`src/design/rar_pkg.sv`:
```
package rar_pkg;

    // operation codes
    localparam logic [2:0] MODE_ADD = 3'd0;
    localparam logic [2:0] MODE_SUB = 3'd1;
    localparam logic [2:0] MODE_MUL = 3'd2;
    localparam logic [2:0] MODE_DIV = 3'd3;
    localparam logic [2:0] MODE_CMP = 3'd4;

    // controller to datapath
    typedef struct packed {
        logic       load;      // capture input word
        logic       mul;       // run one product
        logic [1:0] mul_sel;   // which product
        logic       form;      // build n/d, settle special cases
        logic       gcd_step;  // one binary GCD step
        logic       gcd_fix;   // g = u << k, arm dividers
        logic       div_step;  // one quotient bit on both dividers
    } rar_cmd_t;

    // datapath to controller
    typedef struct packed {
        logic special;   // result settled in form step
        logic gcd_done;  // u == v
    } rar_sts_t;

endpackage

```
`src/design/rar_dp.sv`:
```
module rar_dp
    import rar_pkg::*;
#(
    parameter int OPERAND_WIDTH = 16
)
(
    input  logic                     clk,
    input  rar_cmd_t                 cmd,
    output rar_sts_t                 sts,
    input  logic [2:0]               mode,
    input  logic [OPERAND_WIDTH-1:0] a_num,
    input  logic [OPERAND_WIDTH-1:0] a_den,
    input  logic [OPERAND_WIDTH-1:0] b_num,
    input  logic [OPERAND_WIDTH-1:0] b_den,
    output logic [32:0]              res_num,
    output logic [30:0]              res_den,
    output logic                     is_equal,
    output logic                     err_zero_den
);

    localparam int OW = OPERAND_WIDTH + 1;      // operand magnitude
    localparam int MW = 2 * OPERAND_WIDTH + 2;  // product / sum magnitude
    localparam int KW = $clog2(MW);
    localparam int XW = (MW + 1 > 33) ? MW + 1 : 33;
    localparam int DW = (MW > 31) ? MW : 31;

    // captured operands, sign-magnitude
    logic [2:0]    mode_reg;
    logic [OW-1:0] an_reg, ad_reg, bn_reg, bd_reg;
    logic          an_neg_reg, ad_neg_reg, bn_neg_reg, bd_neg_reg;

    // products
    logic [MW-1:0] p0_reg, p1_reg, p2_reg;
    logic          p0_neg_reg, p1_neg_reg, p2_neg_reg;

    // reduction
    logic [MW-1:0] u_reg, v_reg, g_reg;
    logic [KW-1:0] k_reg;
    logic [MW-1:0] qn_reg, qd_reg, rn_reg, rd_reg;
    logic          neg_reg, eq_reg, err_reg;

    function automatic logic [OW-1:0] mag_of(input logic [OPERAND_WIDTH-1:0] v);
        logic [OW-1:0] x;
        x = {v[OPERAND_WIDTH-1], v};
        return v[OPERAND_WIDTH-1] ? OW'(-x) : x;
    endfunction

    // shared multiplier, operands picked by step
    logic [OW-1:0] mx, my;
    logic          mxn, myn;
    logic [MW-1:0] prod;
    logic          prod_neg;

    always_comb
    begin
        mx  = ad_reg;
        mxn = ad_neg_reg;
        my  = bd_reg;
        myn = bd_neg_reg;
        unique case (cmd.mul_sel)
            2'd0:
            begin
                mx  = an_reg;
                mxn = an_neg_reg;
                my  = (mode_reg == MODE_MUL) ? bn_reg : bd_reg;
                myn = (mode_reg == MODE_MUL) ? bn_neg_reg : bd_neg_reg;
            end
            2'd1:
            begin
                my  = (mode_reg == MODE_MUL) ? bd_reg : bn_reg;
                myn = (mode_reg == MODE_MUL) ? bd_neg_reg : bn_neg_reg;
            end
            default:
            begin
                my  = bd_reg;
                myn = bd_neg_reg;
            end
        endcase
        prod     = MW'(mx) * MW'(my);
        prod_neg = (mxn ^ myn) && (prod != '0);
    end

    // form n and d from the products
    logic          op_zero;
    logic [MW-1:0] n_mag, d_mag;
    logic          n_neg, d_neg, t_neg, cmp_eq;

    always_comb
    begin
        op_zero = (ad_reg == '0) || (bd_reg == '0);
        cmp_eq  = (p0_reg == p1_reg) && (p0_neg_reg == p1_neg_reg);
        t_neg   = (mode_reg == MODE_SUB) ? (p1_neg_reg ^ (p1_reg != '0)) : p1_neg_reg;
        if (mode_reg == MODE_ADD || mode_reg == MODE_SUB)
        begin
            d_mag = p2_reg;
            d_neg = p2_neg_reg;
            if (p0_neg_reg == t_neg)
            begin
                n_mag = p0_reg + p1_reg;
                n_neg = p0_neg_reg;
            end
            else if (p0_reg >= p1_reg)
            begin
                n_mag = p0_reg - p1_reg;
                n_neg = p0_neg_reg;
            end
            else
            begin
                n_mag = p1_reg - p0_reg;
                n_neg = t_neg;
            end
        end
        else
        begin
            n_mag = p0_reg;
            n_neg = p0_neg_reg;
            d_mag = p1_reg;
            d_neg = p1_neg_reg;
        end
        sts.special = op_zero || (mode_reg > MODE_DIV) || (d_mag == '0) || (n_mag == '0);
        sts.gcd_done = (u_reg == v_reg);
    end

    // divider trial subtraction, both dividers in step
    logic [MW:0] tn, td;
    logic        gen, ged;

    always_comb
    begin
        tn  = {rn_reg, qn_reg[MW-1]};
        td  = {rd_reg, qd_reg[MW-1]};
        gen = tn >= {1'b0, g_reg};
        ged = td >= {1'b0, g_reg};
    end

    always_ff @(posedge clk)
    begin
        if (cmd.load)
        begin
            mode_reg   <= mode;
            an_reg     <= mag_of(a_num);
            ad_reg     <= mag_of(a_den);
            bn_reg     <= mag_of(b_num);
            bd_reg     <= mag_of(b_den);
            an_neg_reg <= a_num[OPERAND_WIDTH-1];
            ad_neg_reg <= a_den[OPERAND_WIDTH-1];
            bn_neg_reg <= b_num[OPERAND_WIDTH-1];
            bd_neg_reg <= b_den[OPERAND_WIDTH-1];
        end

        if (cmd.mul)
        begin
            unique case (cmd.mul_sel)
                2'd0:
                begin
                    p0_reg     <= prod;
                    p0_neg_reg <= prod_neg;
                end
                2'd1:
                begin
                    p1_reg     <= prod;
                    p1_neg_reg <= prod_neg;
                end
                default:
                begin
                    p2_reg     <= prod;
                    p2_neg_reg <= prod_neg;
                end
            endcase
        end

        // settle specials or seed the GCD
        if (cmd.form)
        begin
            qn_reg  <= '0;
            qd_reg  <= MW'(1);
            neg_reg <= 1'b0;
            eq_reg  <= 1'b0;
            err_reg <= 1'b0;
            u_reg   <= n_mag;
            v_reg   <= d_mag;
            k_reg   <= '0;
            if (op_zero)
            begin
                err_reg <= (mode_reg <= MODE_CMP);
            end
            else if (mode_reg == MODE_CMP)
            begin
                eq_reg <= cmp_eq;
            end
            else if (mode_reg <= MODE_DIV)
            begin
                if (d_mag == '0)
                begin
                    err_reg <= 1'b1;
                end
                else if (n_mag != '0)
                begin
                    qn_reg  <= n_mag;
                    qd_reg  <= d_mag;
                    neg_reg <= n_neg ^ d_neg;
                end
            end
        end

        // binary GCD step
        if (cmd.gcd_step)
        begin
            priority if (!u_reg[0] && !v_reg[0])
            begin
                u_reg <= u_reg >> 1;
                v_reg <= v_reg >> 1;
                k_reg <= k_reg + KW'(1);
            end
            else if (!u_reg[0])
            begin
                u_reg <= u_reg >> 1;
            end
            else if (!v_reg[0])
            begin
                v_reg <= v_reg >> 1;
            end
            else if (u_reg > v_reg)
            begin
                u_reg <= (u_reg - v_reg) >> 1;
            end
            else
            begin
                v_reg <= (v_reg - u_reg) >> 1;
            end
        end

        if (cmd.gcd_fix)
        begin
            g_reg  <= u_reg << k_reg;
            rn_reg <= '0;
            rd_reg <= '0;
        end

        // restoring division, one bit per cycle
        if (cmd.div_step)
        begin
            rn_reg <= gen ? MW'(tn - {1'b0, g_reg}) : MW'(tn);
            rd_reg <= ged ? MW'(td - {1'b0, g_reg}) : MW'(td);
            qn_reg <= {qn_reg[MW-2:0], gen};
            qd_reg <= {qd_reg[MW-2:0], ged};
        end
    end

    // result fields, truncated to port widths
    logic [MW:0]   num_s;
    logic [XW-1:0] num_x;
    logic [DW-1:0] den_x;

    always_comb
    begin
        num_s        = neg_reg ? (MW+1)'(-{1'b0, qn_reg}) : {1'b0, qn_reg};
        num_x        = XW'($signed(num_s));
        den_x        = DW'(qd_reg);
        res_num      = num_x[32:0];
        res_den      = den_x[30:0];
        is_equal     = eq_reg;
        err_zero_den = err_reg;
    end

endmodule

```
`src/design/rar_ctrl.sv`:
```
module rar_ctrl
    import rar_pkg::*;
#(
    parameter int OPERAND_WIDTH = 16
)
(
    input  logic     clk,
    input  logic     rst_n,
    input  logic     in_valid,
    output logic     in_stall,
    output logic     out_valid,
    input  logic     out_stall,
    output logic     out_load,
    output rar_cmd_t cmd,
    input  rar_sts_t sts
);

    localparam int MW = 2 * OPERAND_WIDTH + 2;
    localparam int CW = $clog2(MW + 1);

    typedef enum logic [6:0] {
        S_IDLE = 7'b0000001,
        S_MUL  = 7'b0000010,
        S_FORM = 7'b0000100,
        S_GCD  = 7'b0001000,
        S_FIX  = 7'b0010000,
        S_DIV  = 7'b0100000,
        S_DONE = 7'b1000000
    } state_t;

    state_t        state_reg, state_next;
    logic [CW-1:0] cnt_reg, cnt_next;
    logic          out_valid_reg, out_valid_next;
    logic          slot_free;

    assign slot_free = !out_valid_reg || !out_stall;
    assign in_stall  = (state_reg != S_IDLE);
    assign out_valid = out_valid_reg;

    always_comb
    begin
        state_next     = state_reg;
        cnt_next       = cnt_reg;
        out_valid_next = out_valid_reg && out_stall;
        out_load       = 1'b0;
        cmd            = '0;
        cmd.mul_sel    = cnt_reg[1:0];
        unique case (state_reg)
            S_IDLE:
            begin
                if (in_valid)
                begin
                    cmd.load   = 1'b1;
                    cnt_next   = '0;
                    state_next = S_MUL;
                end
            end
            S_MUL:
            begin
                cmd.mul  = 1'b1;
                cnt_next = cnt_reg + CW'(1);
                if (cnt_reg == CW'(2))
                begin
                    state_next = S_FORM;
                end
            end
            S_FORM:
            begin
                cmd.form   = 1'b1;
                state_next = sts.special ? S_DONE : S_GCD;
            end
            S_GCD:
            begin
                if (sts.gcd_done)
                begin
                    state_next = S_FIX;
                end
                else
                begin
                    cmd.gcd_step = 1'b1;
                end
            end
            S_FIX:
            begin
                cmd.gcd_fix = 1'b1;
                cnt_next    = CW'(MW);
                state_next  = S_DIV;
            end
            S_DIV:
            begin
                cmd.div_step = 1'b1;
                cnt_next     = cnt_reg - CW'(1);
                if (cnt_reg == CW'(1))
                begin
                    state_next = S_DONE;
                end
            end
            S_DONE:
            begin
                if (slot_free)
                begin
                    out_load       = 1'b1;
                    out_valid_next = 1'b1;
                    state_next     = S_IDLE;
                end
            end
            default:
            begin
                state_next = S_IDLE;
            end
        endcase
    end

    always_ff @(posedge clk or negedge rst_n)
    begin
        if (!rst_n)
        begin
            state_reg     <= S_IDLE;
            cnt_reg       <= '0;
            out_valid_reg <= 1'b0;
        end
        else
        begin
            state_reg     <= state_next;
            cnt_reg       <= cnt_next;
            out_valid_reg <= out_valid_next;
        end
    end

endmodule

```
`src/design/rational_arith_reduce.sv`:
```
// Rational arithmetic with reduction to lowest terms.
// Input channel (in_valid / in_stall) carries one word: mode, a_num, a_den,
// b_num, b_den. Output channel (out_valid / out_stall) returns one word per
// input: res_num, res_den (always positive), is_equal, err_zero_den.
// Modes: add, subtract, multiply, divide, equality compare.
// One word is worked at a time. After accept, the three products run on one
// shared multiplier, then the form step, then the binary GCD at one step
// per cycle until a cycle sees u == v; then the divisor is built, bit-serial
// division finds 2*OPERAND_WIDTH+2 quotient bits and the word goes into the
// output register. Compare, error, zero and undefined-mode results skip the
// GCD and division.
// in_stall is high while a word is in work. A finished word sits in the
// output register while out_stall is high; the next input is taken meanwhile
// and waits at its last step until the register frees up.
// Reset clears the controller and drops out_valid; no other state is kept.
module rational_arith_reduce
    import rar_pkg::*;
#(
    parameter int OPERAND_WIDTH = 16
)
(
    input  logic                     clk,
    input  logic                     rst_n,
    input  logic                     in_valid,
    output logic                     in_stall,
    input  logic [2:0]               mode,
    input  logic [OPERAND_WIDTH-1:0] a_num,
    input  logic [OPERAND_WIDTH-1:0] a_den,
    input  logic [OPERAND_WIDTH-1:0] b_num,
    input  logic [OPERAND_WIDTH-1:0] b_den,
    output logic                     out_valid,
    input  logic                     out_stall,
    output logic [32:0]              res_num,
    output logic [30:0]              res_den,
    output logic                     is_equal,
    output logic                     err_zero_den
);

    rar_cmd_t    cmd;
    rar_sts_t    sts;
    logic        out_load;
    logic [32:0] dp_num;
    logic [30:0] dp_den;
    logic        dp_eq, dp_err;

    // output word register
    logic [32:0] res_num_reg;
    logic [30:0] res_den_reg;
    logic        is_equal_reg, err_reg;

    rar_ctrl #(
        .OPERAND_WIDTH (OPERAND_WIDTH)
    ) u_ctrl (
        .clk       (clk),
        .rst_n     (rst_n),
        .in_valid  (in_valid),
        .in_stall  (in_stall),
        .out_valid (out_valid),
        .out_stall (out_stall),
        .out_load  (out_load),
        .cmd       (cmd),
        .sts       (sts)
    );

    rar_dp #(
        .OPERAND_WIDTH (OPERAND_WIDTH)
    ) u_dp (
        .clk          (clk),
        .cmd          (cmd),
        .sts          (sts),
        .mode         (mode),
        .a_num        (a_num),
        .a_den        (a_den),
        .b_num        (b_num),
        .b_den        (b_den),
        .res_num      (dp_num),
        .res_den      (dp_den),
        .is_equal     (dp_eq),
        .err_zero_den (dp_err)
    );

    always_ff @(posedge clk)
    begin
        if (out_load)
        begin
            res_num_reg  <= dp_num;
            res_den_reg  <= dp_den;
            is_equal_reg <= dp_eq;
            err_reg      <= dp_err;
        end
    end

    assign res_num      = res_num_reg;
    assign res_den      = res_den_reg;
    assign is_equal     = is_equal_reg;
    assign err_zero_den = err_reg;

endmodule

```
`config.mk`:
```
export PLATFORM = sky130hd
export DESIGN_NAME = rational_arith_reduce
export DESIGN_NICKNAME = d
export VERILOG_FILES = /design/src/design/rar_pkg.sv /design/src/design/rar_dp.sv /design/src/design/rar_ctrl.sv /design/src/design/rational_arith_reduce.sv
export SDC_FILE = /design/constraint.sdc
export NUM_CORES = 2
export LEC_CHECK = 0
export BUFFER_PORTS_ARGS = -buffer_cell sky130_fd_sc_hd__buf_4
export CAP_MARGIN = 10
export CORE_MARGIN = 1.5
export CORE_UTILIZATION = 60
export CTS_CLUSTER_SIZE = 25
export DETAILED_ROUTE_END_ITERATION = 12
export GPL_ROUTABILITY_DRIVEN = 1
export PLACE_DENSITY_LB_ADDON = 0.2
export SYNTH_ARGS = -nofsm -noshare
export SYNTH_HDL_FRONTEND = slang
export SYNTH_SLANG_ARGS = --single-unit
```
`constraint.sdc`:
```
create_clock -name clk -period 18.1 [get_ports clk]
set_input_delay 0 -clock clk [delete_from_list [all_inputs] [get_ports clk]]
set_output_delay 0 -clock clk [all_outputs]
set_load 0.005 [all_outputs]
```
==> results.toml <==
[outcome]
run_status = "completed"

[worst_setup_path]
cp-end-kind = "register"
cpMostUsedCell = "fa_1"
critPathMaxStageDelay_ns = 0.82
crit_slowest_cell = "a22oi_1"
cp-start-kind = "register"
crit_fanout = 34
arrival_ns = 10.72
cp.required_ns = 18.49
path_class = "register to register"

[clock_tree]
clk_pin_slew_ns = 0.06
clock_sinks = 507
clockRootBuffer = "clkbuf_16"
post_cts_buffers = 0
h-tree-depth = 2
clockBufferDepth = 3
tritoncts = "done"
cts_buffers = 55
insertion_delay_ns = 0.66

[sta]
fin_crit_ns = 10.33
slew_viol_final = 0
relSlewSlack_pct = 14.9
skew_ns = 0.0479
finalHoldViolations = 0
max_freq_mhz = 96.9
fin_ws_ns = 7.77
worstMarginPinSlew_ns = 1.27
fin_crit_sh_pct = 57.0
tns_ns = 0
setup_violations = 0
rsz0062_at_grt = "no"

[routing]
wl_per_cell_um = 25.5
drt_drc_violations_left = 0
met2_length_um = 71700
drt-total-wl_um = 164000
drt_iter0_markers = 5391
drtPass1Iterations = 7
viasPerCell = 6.53
met3_length_um = 18400
wl_met1_um = 65700
antenna_left = 0
top_layer = "met4"
vias = 42200

[synth]
synth_edf_count = 419
synth.area.top_cells = "edfxtp_1, fa_1, ha_1"
synth_top_cell_area_share_pct = 27.0
yosysWarnings = 0
postSynthAreaPerCell_um2 = 8.84
synth_seq_cells = 507
synth_flop_cell = "edfxtp_1"
synthCells = 5265
ys_seq_area_share_pct = 31.0
synth_top_area_cell = "edfxtp_1"
syn_area_um2 = 46600
yosysUniqueCellTypes = 95
async_reset_ff_share_pct = 2.76

[floorplan]
die_h_um = 282
rows = 101
initial_core_util_pct = 61.0
die_x_um = 282
die_area_um2 = 79300
num_io_pins = 139
core_area_um2 = 76300

[run]
cap_violations = 0

[grt]
grt_pass1_wl_um = 244000
grt-ovfl-total = 0
grtUsageTotal_pct = 40.8
grt_pass1_vias = 39800
grt_max_degree = 77
antenna_found_initial = 1

[placed_design]
pre_cts_ws_ns = 7.85
gp_congestion = 1.09
portBuffers = 138
post-dp-hpwl_um = 124000

[cells_and_area]
area_delta_synth_final_pct = 10.9
fin_nets = 6036
drive_gt1_share_pct = 7.43

[worst_hold_path]
hold_class = "primary input to register"
-- per-stage QoR --
| stage | std cells | hold WS (ns) | cell area [um^2] | utilization [%] |
|---|---|---|---|---|
| 6_report | 6456 | 0.104 | 51600 | 67.6 |
| 3_5_place_dp | 6239 | -0.122 | 48600 | 63.6 |
| 2_1_floorplan | 5268 | -0.296 | 46600 | - |
| 3_3_place_gp | 6239 | -0.127 | 48600 | 63.6 |
| 4_1_cts | 6454 | 0.0594 | 51600 | 67.6 |
| 5_1_grt | 6454 | 0.0893 | 51600 | 67.6 |
-- worst paths after layout --
check	start	end	slack, ns	cells past startpoint
worst max register to register	u_dp.mode_reg[0]	u_dp.p1_neg_reg	7.77	28
worst min register to register	u_dp.den_x[2]	res_den[2]	0.45	0
max in group asynchronous	rst_n	u_ctrl.cnt_reg[4]	17.09	3
worst min-delay path	a_den[0]	u_dp.ad_reg[0]	0.10	2
min in group asynchronous	rst_n	u_ctrl.out_valid	0.51	3
worst max-delay path	u_dp.mode_reg[0]	u_dp.p1_neg_reg	7.77	28
-- critical path: cells and delay by family, from the launching register on --
kind	cells	cell delay, ns
buf+inv	5	0.49
compound gates	6	2.16
xor+xnor	1	0.19
mux	1	0.63
simple gates	8	2.80
fa+ha+maj	7	3.28
flops	1	0.50
-- layout make-up --
type	count	area, um^2
Multi-Input combinational cell	3971	29300
Fill cell	6184	24700
Sequential cell	507	14400
Timing Repair Buffer	323	2710
Inverter	522	1960
Clock buffer	66	1420
Tap cell	1030	1290
Clock inverter	35	509
Antenna cell	2	5.00
-- what timing repair did --
action                    in CTS  in global routing
hold endpoints to repair     102                  0
hold buffers                 114                  0
resized for setup              0                  0
-- cells by family (layout without fill, tap and decap cells) --
family | Yosys count | in the layout | share of synthesized area [%]
xor gates and xnor gates | 253 | 253 | 4.77
AOI/OAI and AO/OA | 1359 | 1359 | 19.0
buffers and inverters | 790 | 946 | 6.41
muxes | 136 | 136 | 3.39
DFF | 507 | 507 | 31.0
and+or+nand+nor | 1634 | 1634 | 16.0
adders and majority gates | 585 | 585 | 19.4
other | 1 | 6 | 0.00805
-- layer usage --
metal  track usage [%]  vias up
li1                  -    18900
met1              54.7    20400
met2              62.2     2467
met3              10.2      437
met4              19.2        0
met5                 0        -
-- synthesized netlist by cell type, drive strengths merged (25+ instances only) --
master  instances
a211oi         46
nand2b         47
dfxtp          74
and2           33
fa            231
edfxtp        419
xor2           63
o22ai          38
a21o          102
mux2           25
o211ai         26
a21oi         369
o21bai         29
nor4           54
o21a           41
o21ai         277
nor2          559
ha            354
nand4          52
o31ai          87
nand3          84
nor2b          44
buf            40
clkbuf        228
nand2         521
or3            34
a22o           34
a22oi          39
a31oi          55
nor3           94
xnor2         190
mux2i          96
inv           520
-- layout by cell type, fill, tap and decap left out, types with 73 or more instances in the layout --
cell and n:
nand3_1 83, nor2_1 556, o31ai_1 86, a21oi_1 364, a21o_1 102, dfxtp_1 73
buf_4 209, inv_1 518, o21ai_0 273, nand2_1 519, mux2i_1 95, edfxtp_1 419
nor3_1 92, ha_1 353, dlygate4sd3_1 114, xnor2_1 188, fa_1 231
Power is left out: the tool's default activity adds up to more than one toggle a clock period on the data nets, which glitch-free logic cannot reach.
